==> config.mk <==
export PLATFORM = sky130hd
export DESIGN_NAME = tcce_sgr
export DESIGN_NICKNAME = d
export VERILOG_FILES = /design/src/rtl/core/tcce_pkg.sv /design/src/rtl/core/tcce_sgr.sv
export SDC_FILE = /design/constraint.sdc
export NUM_CORES = 1
export LEC_CHECK = 0
export BUFFER_PORTS_ARGS = -buffer_cell sky130_fd_sc_hd__buf_2
export CORE_MARGIN = 3
export CORE_UTILIZATION = 51
export DETAILED_ROUTE_END_ITERATION = 12
export GPL_TIMING_DRIVEN = 0
export PLACE_DENSITY = 0.9
export SYNTH_ARGS = -nofsm -noshare
export SYNTH_HDL_FRONTEND = slang
export SYNTH_SLANG_ARGS = --single-unit
export TNS_END_PERCENT = 100
==> constraint.sdc <==
create_clock -name vclk -period 6.1
set_input_delay 1.22 -clock vclk [all_inputs]
set_output_delay 1.22 -clock vclk [all_outputs]
set_load 0.1 [all_outputs]
==> src/rtl/core/tcce_pkg.sv <==
// shared types, constants and tables for the text console
`default_nettype none
package tcce_pkg;

  localparam int COLUMNS      = 80;
  localparam int ROWS         = 25;
  localparam int ESCAPE_LIMIT = 63;
  localparam int CELLS        = ROWS * COLUMNS;

  localparam int IDX_W  = 11;
  localparam int SW     = IDX_W + 1;
  localparam int COL_W  = $clog2(COLUMNS + 1);
  localparam int ROW_W  = $clog2(ROWS + 1);
  localparam int CNT_W  = 6;
  localparam int CELL_W = 16;

  localparam logic [SW-1:0] SW_MOVES = SW'(CELLS - COLUMNS);
  localparam logic [SW-1:0] SW_LAST  = SW'(CELLS - 1);
  localparam logic [SW-1:0] SW_COLS  = SW'(COLUMNS);
  localparam logic [SW-1:0] SW_CELLS = SW'(CELLS);

  localparam logic [IDX_W-1:0] IDX_COLS = IDX_W'(COLUMNS);
  localparam logic [COL_W-1:0] COL_END  = COL_W'(COLUMNS);
  localparam logic [COL_W-1:0] COL_LAST = COL_W'(COLUMNS - 1);
  localparam logic [ROW_W-1:0] ROW_END  = ROW_W'(ROWS);
  localparam logic [ROW_W-1:0] ROW_LAST = ROW_W'(ROWS - 1);
  localparam logic [CNT_W-1:0] CNT_LIMIT = CNT_W'(ESCAPE_LIMIT);

  localparam logic [7:0] KEY_NEWLINE = 8'd10;
  localparam logic [7:0] KEY_RETURN  = 8'd13;
  localparam logic [7:0] KEY_ESCAPE  = 8'd27;
  localparam logic [7:0] KEY_BACK    = 8'd8;
  localparam logic [7:0] KEY_DELETE  = 8'd127;
  localparam logic [7:0] KEY_M       = 8'd109;
  localparam logic [7:0] KEY_ZERO    = 8'd48;
  localparam logic [7:0] KEY_ONE     = 8'd49;

  localparam logic [15:0] ATTR_RESET = 16'h0700;
  localparam logic [15:0] ATTR_BOLD  = 16'h0800;
  localparam logic [15:0] MASK_FG    = 16'hF8FF;
  localparam logic [15:0] MASK_BG    = 16'h0FFF;
  localparam logic [15:0] CHAR_SPACE = 16'h0020;

  localparam logic signed [12:0] FG_LO = 13'sd30;
  localparam logic signed [12:0] FG_HI = 13'sd37;
  localparam logic signed [12:0] BG_LO = 13'sd40;
  localparam logic signed [12:0] BG_HI = 13'sd47;

  typedef enum logic [1:0] {
    MODE_PUT   = 2'd0,
    MODE_ERASE = 2'd1,
    MODE_CLEAR = 2'd2,
    MODE_READ  = 2'd3
  } mode_e;

  typedef struct packed {
    logic              wr_en;
    logic [IDX_W-1:0]  wr_addr;
    logic [CELL_W-1:0] wr_data;
    logic              rd_en;
    logic [IDX_W-1:0]  rd_addr;
  } mem_req_t;

  function automatic logic [3:0] sgr_color(input logic [2:0] idx);
    logic [3:0] c;
    unique case (idx)
      3'd0: c = 4'h0;
      3'd1: c = 4'h4;
      3'd2: c = 4'h2;
      3'd3: c = 4'hE;
      3'd4: c = 4'h1;
      3'd5: c = 4'h5;
      3'd6: c = 4'h3;
      3'd7: c = 4'hF;
      default: c = 4'h0;
    endcase
    return c;
  endfunction

endpackage
`default_nettype wire

==> src/rtl/core/tcce_sgr.sv <==
// sgr color code decoder: new attribute from collected escape characters
`default_nettype none
module tcce_sgr (
  input  wire logic [7:0]  esc0_i,
  input  wire logic [7:0]  esc1_i,
  input  wire logic [7:0]  esc2_i,
  input  wire logic [15:0] attr_i,
  output      logic [15:0] attr_o
);
  import tcce_pkg::*;

  logic signed [12:0] d0;
  logic signed [12:0] d1;
  logic signed [12:0] code;
  logic signed [12:0] fg_off;
  logic signed [12:0] bg_off;

  assign d0     = $signed({5'd0, esc0_i}) - $signed({5'd0, KEY_ZERO});
  assign d1     = $signed({5'd0, esc1_i}) - $signed({5'd0, KEY_ZERO});
  assign code   = (d0 <<< 3) + (d0 <<< 1) + d1;
  assign fg_off = code - FG_LO;
  assign bg_off = code - BG_LO;

  always_comb begin
    attr_o = attr_i;
    if (esc1_i == KEY_M) begin
      if (esc0_i == KEY_ZERO) begin
        attr_o = ATTR_RESET;
      end else if (esc0_i == KEY_ONE) begin
        attr_o = attr_i | ATTR_BOLD;
      end
    end else if (esc2_i == KEY_M) begin
      if (code >= FG_LO && code <= FG_HI) begin
        attr_o = (attr_i & MASK_FG) | {4'h0, sgr_color(fg_off[2:0]), 8'h00};
      end else if (code >= BG_LO && code <= BG_HI) begin
        attr_o = (attr_i & MASK_BG) | {sgr_color(bg_off[2:0]), 12'h000};
      end
    end
  end

endmodule
`default_nettype wire

==> impl_metrics.yaml, run 1 <==
run_status:
  status: "finished, final reports clean"
detailed_routing:
  drt_iter0_markers: 43
  drt-wirelength-per-cell_um: 14.2
  drc: 0
  drtAntennaViolNets: 0
  postRouteWirelength_um: 3580
  avgViaCountPerCell: 5.57
  vias: 1409
  firstDrtPassIters: 4
critical_path:
  cp_data_arrival_time_ns: 4.72
  crit_chain: "buf_2 -> ha_1 -> or3_4 -> fa_1 -> inv_1 -> ha_1 -> a21oi_2 -> o21ai_0 -> a221oi_2 -> xnor2_1 -> nor3_2 -> nand4_4 -> o31ai_4 -> buf_6"
  worstPathBufferInverterCount: 3
  timing.critical_path.from: "esc0_i[4]"
  crit_path_start_kind: "primary input"
  cpPeakStageDelay_ns: 0.54
  slowest_stage: "sky130_fd_sc_hd__fa_1"
  crit_path_max_fanout: 5
  worst-setup-path-type: "in2out"
  critical_path.top_delay_family: "adder cells"
  path_common_cell: "sky130_fd_sc_hd__ha_1"
  critPathCaptureType: "primary output"
  worst_ep_required_time_ns: 4.88
yosys:
  yosys.area.top_type: "sky130_fd_sc_hd__ha_1"
  post_synth_inst_count: 170
  yosys_synthesis_warning_count: 0
  yosysSeqAreaShare_pct: 0
  mappedNetlistNets: 236
  mappedNetlistArea_um2: 1270
  yosys-top-cells-area: "sky130_fd_sc_hd__ha_1 17%, sky130_fd_sc_hd__fa_1 14%, sky130_fd_sc_hd__inv_1 6.5%, sky130_fd_sc_hd__mux2i_1 5.5%, sky130_fd_sc_hd__nor2_1 5.0%"
  synth_largest_type_area_fraction_pct: 16.8
  post_synth_most_frequent_cells: "22 x sky130_fd_sc_hd__inv_1, 17 x sky130_fd_sc_hd__ha_1, 17 x sky130_fd_sc_hd__nor2_1, 13 x sky130_fd_sc_hd__nand2_1, 12 x sky130_fd_sc_hd__o21ai_0"
  post_synth.cell_area_avg_um2: 7.45
  post-synth-top-count-cell: "sky130_fd_sc_hd__inv_1"
  yosys.cell_types.count: 42
global_route:
  antenna_found_initial: 0
  grt_max_degree: 11
  grt_remaining_overflow: 0
  vias_in_the_first_global_route: 1375
  grt_pass1_wl_um: 5760
  groute.usage.overall_pct: 21.6
timing:
  worst_pin_slew_ns: 0.525
  hold-worst-slack_ns: 2.85
  max_freq_mhz: 168
  rsz0062_at_grt: "no"
  report.final.hold_viol_count: 0
  timing.final.max_slew_violations: 0
  period_minus_slack_ns: 5.94
  count_of_final_setup_violators: 0
  final_min_period_over_clock_period_pct: 97.4
  slew-limit-headroom_pct: 64.7
cells_and_area:
  multi_input_comb_area_um2: 1250
  numSequentialCells: 0
  area.sequential_um2: 0
  area_growth_pct: 34.5
  fillers: 188
  finalNonFillerCells: 253
  count_of_inserted_antenna_diode_cells: 0
  final_util_pct: 74.8
  nClkBuffers: 0
  nets: 293
  post_route_cells_drive_above_1_share_pct: 34.7
die:
  die_area_um2: 3120
  boundaryPins: 56
  initial_utilization_pct: 55.6
  rows: 17
  core_um2: 2280
  die-width_um: 55.8
  die-height_um: 55.8
place:
  placedCellCount: 253
  gp_congestion: 0.854
  portBuffers: 55
  dp_hpwl_um: 3000
power:
  vdd.ir_drop.worst_uv: 123
  pwr_density_cell_nw_per_um2: 170
  leak_nw: 0.825
hold_path:
  min-delay-path-class: "in2out"
  hold_path.startpoint: "attr_i[13]"
job:
  maxCapViolCount: 0
cts:
  holdBufCountCts: 0
-- through the flow --
stage	total power, W	worst slack (ns)	instance area, um2	TNS (ns)
2_1_floorplan	0.000214	-0.106	1310	-0.607
3_3_place_gp	0.000262	-0.0422	1620	-0.133
3_5_place_dp	0.000269	-0.0862	1620	-0.408
4_1_cts	0.000272	0.0325	1640	0
5_1_grt	0.000320	0.0242	1700	0
6_report	0.000289	0.161	1700	0
-- area by class of cell --
class	instances	share of cell area [%]
inverter	22	4.85
buffer	4	0.955
multi-input combinational	144	73.3
tap	28	2.06
timing repair buffer	55	18.9
-- cell usage in the layout (no fill, tap or decap), types with 3 or more instances in the layout --
master / n
sky130_fd_sc_hd__clkbuf_1: 3
sky130_fd_sc_hd__nand3_1: 5
sky130_fd_sc_hd__and2_1: 8
sky130_fd_sc_hd__mux2i_2: 6
sky130_fd_sc_hd__ha_1: 17
sky130_fd_sc_hd__xnor2_1: 4
sky130_fd_sc_hd__buf_2: 47
sky130_fd_sc_hd__nand2_1: 13
sky130_fd_sc_hd__nor2_1: 17
sky130_fd_sc_hd__inv_1: 22
sky130_fd_sc_hd__xor2_1: 5
sky130_fd_sc_hd__o21ai_0: 12
sky130_fd_sc_hd__a21oi_1: 6
sky130_fd_sc_hd__fa_1: 9
sky130_fd_sc_hd__buf_6: 7
-- per-layer routing --
layer | up-vias | wire, um | global-route usage (%)
li1 | 714 | - | -
met1 | 657 | 1480 | 28.0
met2 | 32 | 1940 | 40.7
met3 | 6 | 97 | 0.696
met4 | 0 | 67 | 2.71
met5 | - | 0 | 0
-- cells by family after synthesis --
kind of cell,after synthesis,synth area share (%)
buffers and inverters,26,7.81
AOI/OAI and AO/OA,37,20.0
and+or+nand+nor,62,27.0
xor gates and xnor gates,10,6.92
adders and majority gates,26,31.0
muxes,9,7.31
-- where the power goes --
part	internal (W)	leakage [nW]	switching (W)
clock network	0	0	0
registers	0	0	0
logic	0.000104	0.825	0.000185
-- path summary, 6_finish.rpt --
kind | cells after the start | endpoint
worst max-delay path | 14 | attr_o[11]
worst min-delay path | 4 | attr_o[13]
-- timing repair --
item,4_1_cts,5_1_grt
setup buffers,0,0
endpoints found under the setup margin,8,8
resized for setup,8,12
No activity file was read; power rests on OpenSTA's default activity.
==> run 2: changes to the inputs <==
- BUFFER_PORTS_ARGS: -buffer_cell sky130_fd_sc_hd__buf_2 -> -buffer_cell sky130_fd_sc_hd__buf_4
==> run 2 against run 1 <==
First-iteration DRC count shrank 19%. Sequential share of layout area is the same. Via count grew 6.7%. Fmax shrank 0.89%. Power grew 8.7%. Cell area grew 8.4%. Worst setup slack lost 0.053 ns. Utilization grew 6.3 points. Final cell count grew 0.40%. Flip-flop and latch count is the same. Combinational power grew 8.7%. Critical endpoint is now attr_o[10]. Largest cell class unchanged. Largest power group unchanged. Highest routed layer unchanged.
==> impl_metrics.yaml, run 2 (synthesis gave the netlist of run 1 again) <==
detailed_routing:
  top_layer: "met4"
  postRouteWirelength_um: 4130
  drtAntennaViolNets: 0
  met1_length_um: 1550
  drt-wirelength-per-cell_um: 16.2
  firstDrtPassIters: 4
  met3_wirelength_um: 152
  drc: 0
  route.met2.wl_um: 2200
  drt_iter0_markers: 35
  avgViaCountPerCell: 5.92
  vias: 1503
power:
  clockPowerShare_pct: 0
  pwr_density_cell_nw_per_um2: 170
  power_switching_w: 0.000196
  leak_nw: 0.874
  pwr-share-seq_pct: 0
  internal_power_w: 0.000118
  switching_share_pct: 62.4
  power.share.combinational_pct: 100.0
  vdd.ir_drop.worst_uv: 159
global_route:
  antenna_found_initial: 0
  grt_remaining_overflow: 0
  grt_pass1_wl_um: 6430
  groute.usage.overall_pct: 24.8
  vias_in_the_first_global_route: 1508
  grt_max_degree: 11
timing:
  period_minus_slack_ns: 5.99
  max_freq_mhz: 167
  slew-limit-headroom_pct: 62.6
  worst_pin_slew_ns: 0.557
  timing.final.max_slew_violations: 0
  final_min_period_over_clock_period_pct: 98.2
  count_of_final_setup_violators: 0
  report.final.hold_viol_count: 0
cells_and_area:
  finish.instance_area_um2: 1850
  post_route_cells_drive_above_1_share_pct: 35.4
  count_of_inserted_antenna_diode_cells: 0
  layout.cells.most_common: "sky130_fd_sc_hd__buf_4"
  final_cell_mix: "48 x sky130_fd_sc_hd__buf_4, 22 x sky130_fd_sc_hd__inv_1, 17 x sky130_fd_sc_hd__nor2_1, 17 x sky130_fd_sc_hd__ha_1, 13 x sky130_fd_sc_hd__nand2_1"
  nClkBuffers: 0
  nets: 294
  finalNonFillerCells: 254
  area_growth_pct: 45.8
  final_util_pct: 81.1
  numSequentialCells: 0
  area.sequential_um2: 0
critical_path:
  crit_chain: "buf_4 -> ha_1 -> or3_4 -> fa_1 -> inv_1 -> ha_1 -> a21oi_2 -> o21bai_1 -> a21oi_1 -> o21ai_0 -> xnor2_1 -> nand4_4 -> mux2i_2 -> buf_6"
  cpPeakStageDelay_ns: 0.55
  critical_path.top_delay_family: "adder cells"
  worst_ep_required_time_ns: 4.88
  cp_data_arrival_time_ns: 4.77
  crit_path_max_fanout: 5
  critPathCaptureType: "primary output"
  worstPathBufferInverterCount: 3
  worst-setup-path-type: "in2out"
  crit_path_start_kind: "primary input"
  path_common_cell: "sky130_fd_sc_hd__ha_1"
  slowest_stage: "sky130_fd_sc_hd__fa_1"
die:
  die-width_um: 55.8
  core_um2: 2280
  rows: 17
  initial_utilization_pct: 55.6
  die_area_um2: 3120
  boundaryPins: 56
  die-height_um: 55.8
run_status:
  status: "finished, final reports clean"
hold_path:
  whs_path_depth: 4
  timing.hold.worst_endpoint: "attr_o[14]"
  min-delay-path-class: "in2out"
  hold_path.startpoint: "attr_i[14]"
place:
  placedCellCount: 253
  dp_hpwl_um: 3420
  portBuffers: 55
  detailed_place.area_um2: 1760
  gp_congestion: 0.907
job:
  maxCapViolCount: 0
==> run 2: cell count changes in the layout (fill, tap and decap cells not counted), sizes merged <==
cell | before | now
buf | 55 | 56
==> run 2: worst max-delay path by stage <==
| stage | endpoint | cells after the start | from |
|---|---|---|---|
| after floorplan | attr_o[10] | 12 | esc0_i[4] |
| after global placement | attr_o[11] | 14 | esc0_i[4] |
| after detailed placement | attr_o[10] | 14 | esc0_i[4] |
| after CTS | attr_o[9] | 14 | esc0_i[4] |
| after global routing | attr_o[13] | 14 | esc0_i[4] |
| final | attr_o[10] | 14 | esc0_i[4] |
==> run 2: per-stage QoR <==
stage	power (W)	hold WS, ns	setup WS, ns	setup TNS, ns
after floorplan	0.000214	2.75	-0.106	-0.607
after global placement	0.000271	2.89	0.128	0
after detailed placement	0.000285	2.89	-0.0335	-0.0717
after CTS	0.000288	2.87	0.000143	0
after global routing	0.000340	2.88	-0.0487	-0.190
final	0.000314	2.87	0.108	0
==> run 2: cell type report <==
class | count | area (um2)
timing repair buffer | 56 | 450
buffer | 4 | 16.3
inverter | 22 | 82.6
fill | 144 | 430
tap | 28 | 35.0
multi-input combinational | 144 | 1260
==> run 2: tightest hold or removal path: cells and delay by family <==
kind                   cells  cell delay [ns]
buffers and inverters      2             0.29
multiplexers               1             0.07
AND/OR/NAND/NOR            1             0.06
==> run 2: per-layer routing <==
metal | GRT usage, % | up-vias
met2 | 47.5 | 55
met1 | 26.9 | 710
met5 | 0 | -
li1 | - | 714
met3 | 2.78 | 24
met4 | 10.8 | 0
==> run 2: what timing repair did <==
action	4_1_cts	5_1_grt
hold buffers	0	0
gates cloned	0	0
setup buffers	0	1
pin swaps	0	4
gates resized for setup	5	10
setup endpoints to repair	5	8
==> run 2: power groups by stage <==
stage               clock [W]  sequential (W)  combinational, W
detailed placement          0               0          0.000285
global route                0               0          0.000340
finish                      0               0          0.000314
global placement            0               0          0.000271
floorplan                   0               0          0.000214
CTS                         0               0          0.000288
==> run 3: changes to the inputs <==
--- a/config.mk
+++ b/config.mk
@@ -12,4 +12,5 @@
 export GPL_TIMING_DRIVEN = 0
 export PLACE_DENSITY = 0.9
+export SLEW_MARGIN = 20
 export SYNTH_ARGS = -nofsm -noshare
 export SYNTH_HDL_FRONTEND = slang
==> constraint.sdc (replaced) <==
create_clock -name vclk -period 6.1
set_input_delay 0.305 -clock vclk [all_inputs]
set_output_delay 0.305 -clock vclk [all_outputs]
set_load 0.1 [all_outputs]
==> run 3 against run 2 <==
Routed wire length decreased by 22%. Sequential share of layout area unchanged. Count of clock-buffer cells in the layout unchanged. Highest routed layer unchanged. Non-clock buffer count is 1 lower. Cell area decreased by 7.1%. First-iteration DRC count rose by 54%. Flip-flop and latch count unchanged. Worst setup slack better by 1.8 ns. Critical path depth did not move. Die area unchanged. Power is 12% lower. Final cell count down 0.39%.
==> impl_metrics.yaml, run 3 (synthesis gave the netlist of run 1 again) <==
run_status:
  status: "finished, final reports clean"
timing:
  hold-worst-slack_ns: 1.06
  worst_pin_slew_ns: 0.442
  rsz0062_at_grt: "no"
  report.final.hold_viol_count: 0
  period_minus_slack_ns: 4.18
  timing.final.max_slew_violations: 0
  final_min_period_over_clock_period_pct: 68.5
  count_of_final_setup_violators: 0
  tns_ns: 0
  max_freq_mhz: 239
  slew-limit-headroom_pct: 70.3
  final_critical_path_setup_slack_ns: 1.92
detailed_routing:
  firstDrtPassIters: 5
  drtAntennaViolNets: 0
  postRouteWirelength_um: 3230
  vias: 1388
  drc: 0
  avgViaCountPerCell: 5.49
  drt-wirelength-per-cell_um: 12.8
  drt_iter0_markers: 54
place:
  gp_congestion: 0.862
  dp_hpwl_um: 2870
  detailed_place.area_um2: 1710
  place_ws_ns: 1.93
  portBuffers: 55
critical_path:
  worst-setup-path-type: "in2out"
  critPathCaptureType: "primary output"
  timing.critical_path.from: "esc0_i[4]"
  worstPathBufferInverterCount: 3
  critical_path.top_delay_family: "adder cells"
  worst_ep_required_time_ns: 5.79
  crit_chain: "buf_4 -> ha_1 -> or3_1 -> fa_1 -> inv_1 -> ha_1 -> a21oi_2 -> o21ai_0 -> a221oi_2 -> xnor2_1 -> nor3_2 -> nand4_2 -> o31ai_2 -> buf_4"
  crit_path_start_kind: "primary input"
  crit_path_max_fanout: 5
  slowest_stage: "sky130_fd_sc_hd__fa_1"
  cp_data_arrival_time_ns: 3.87
  cpPeakStageDelay_ns: 0.56
global_route:
  vias_in_the_first_global_route: 1298
  grt_max_degree: 11
  antenna_found_initial: 0
  grt_pass1_wl_um: 5560
  groute.usage.overall_pct: 20.8
  grt_remaining_overflow: 0
die:
  die-width_um: 55.8
  die-height_um: 55.8
  boundaryPins: 56
  core_um2: 2280
  die_area_um2: 3120
  initial_utilization_pct: 55.6
  rows: 17
cells_and_area:
  final_cell_mix: "55 x sky130_fd_sc_hd__buf_4, 22 x sky130_fd_sc_hd__inv_1, 17 x sky130_fd_sc_hd__nor2_1, 17 x sky130_fd_sc_hd__ha_1, 13 x sky130_fd_sc_hd__nand2_1"
  post_route_cells_drive_above_1_share_pct: 30.7
  nClkBuffers: 0
  area_growth_pct: 35.4
  numSequentialCells: 0
  area.sequential_um2: 0
  count_of_inserted_antenna_diode_cells: 0
  layout.cells.most_common: "sky130_fd_sc_hd__buf_4"
  finish.instance_area_um2: 1710
  nets: 293
  final_util_pct: 75.3
cts:
  holdBufCountCts: 0
  cts.repair.resized: 0
  postCtsSetupRepairBufs: 0
power:
  leak_nw: 0.903
  vdd.ir_drop.worst_uv: 140
  pwr_density_cell_nw_per_um2: 161
hold_path:
  min-delay-path-class: "in2out"
  hold_path.startpoint: "attr_i[14]"
job:
  maxCapViolCount: 0
[run 3: cell count changes in the layout (fill, tap and decap cells not counted), sizes merged]
cell	previous run	this run
buf	56	55
[run 3: layout make-up]
cell class	instances	area [um2]
buffer	4	16.3
tap	28	35.0
inverter	22	82.6
timing repair buffer	55	413
fill	178	562
multi-input combinational	144	1170
[run 3: metrics by stage]
stage / std cells / power [W]
6_report: 253 / 0.000276
4_1_cts: 253 / 0.000274
5_1_grt: 253 / 0.000307
3_3_place_gp: 253 / 0.000267
3_5_place_dp: 253 / 0.000272
2_1_floorplan: 170 / 0.000210
[run 3: path summary, 6_finish.rpt]
check,slack (ns),cells after the start,endpoint
worst min-delay path,1.06,4,attr_o[14]
worst max-delay path,1.92,14,attr_o[11]
[run 3: metal layers]
metal,up-vias,track usage (%),share of wire (%)
met2,44,36.7,51
met5,-,0,0
met3,2,0.232,4.5
met4,0,1.02,0.56
li1,714,-,-
met1,628,29.9,44
[run 3: report_power, final]
group	total, W	internal [W]	switching (W)
sequential	0	0	0
clock	0	0	0
combinational	0.000276	0.000107	0.000169
total	0.000276	0.000107	0.000169
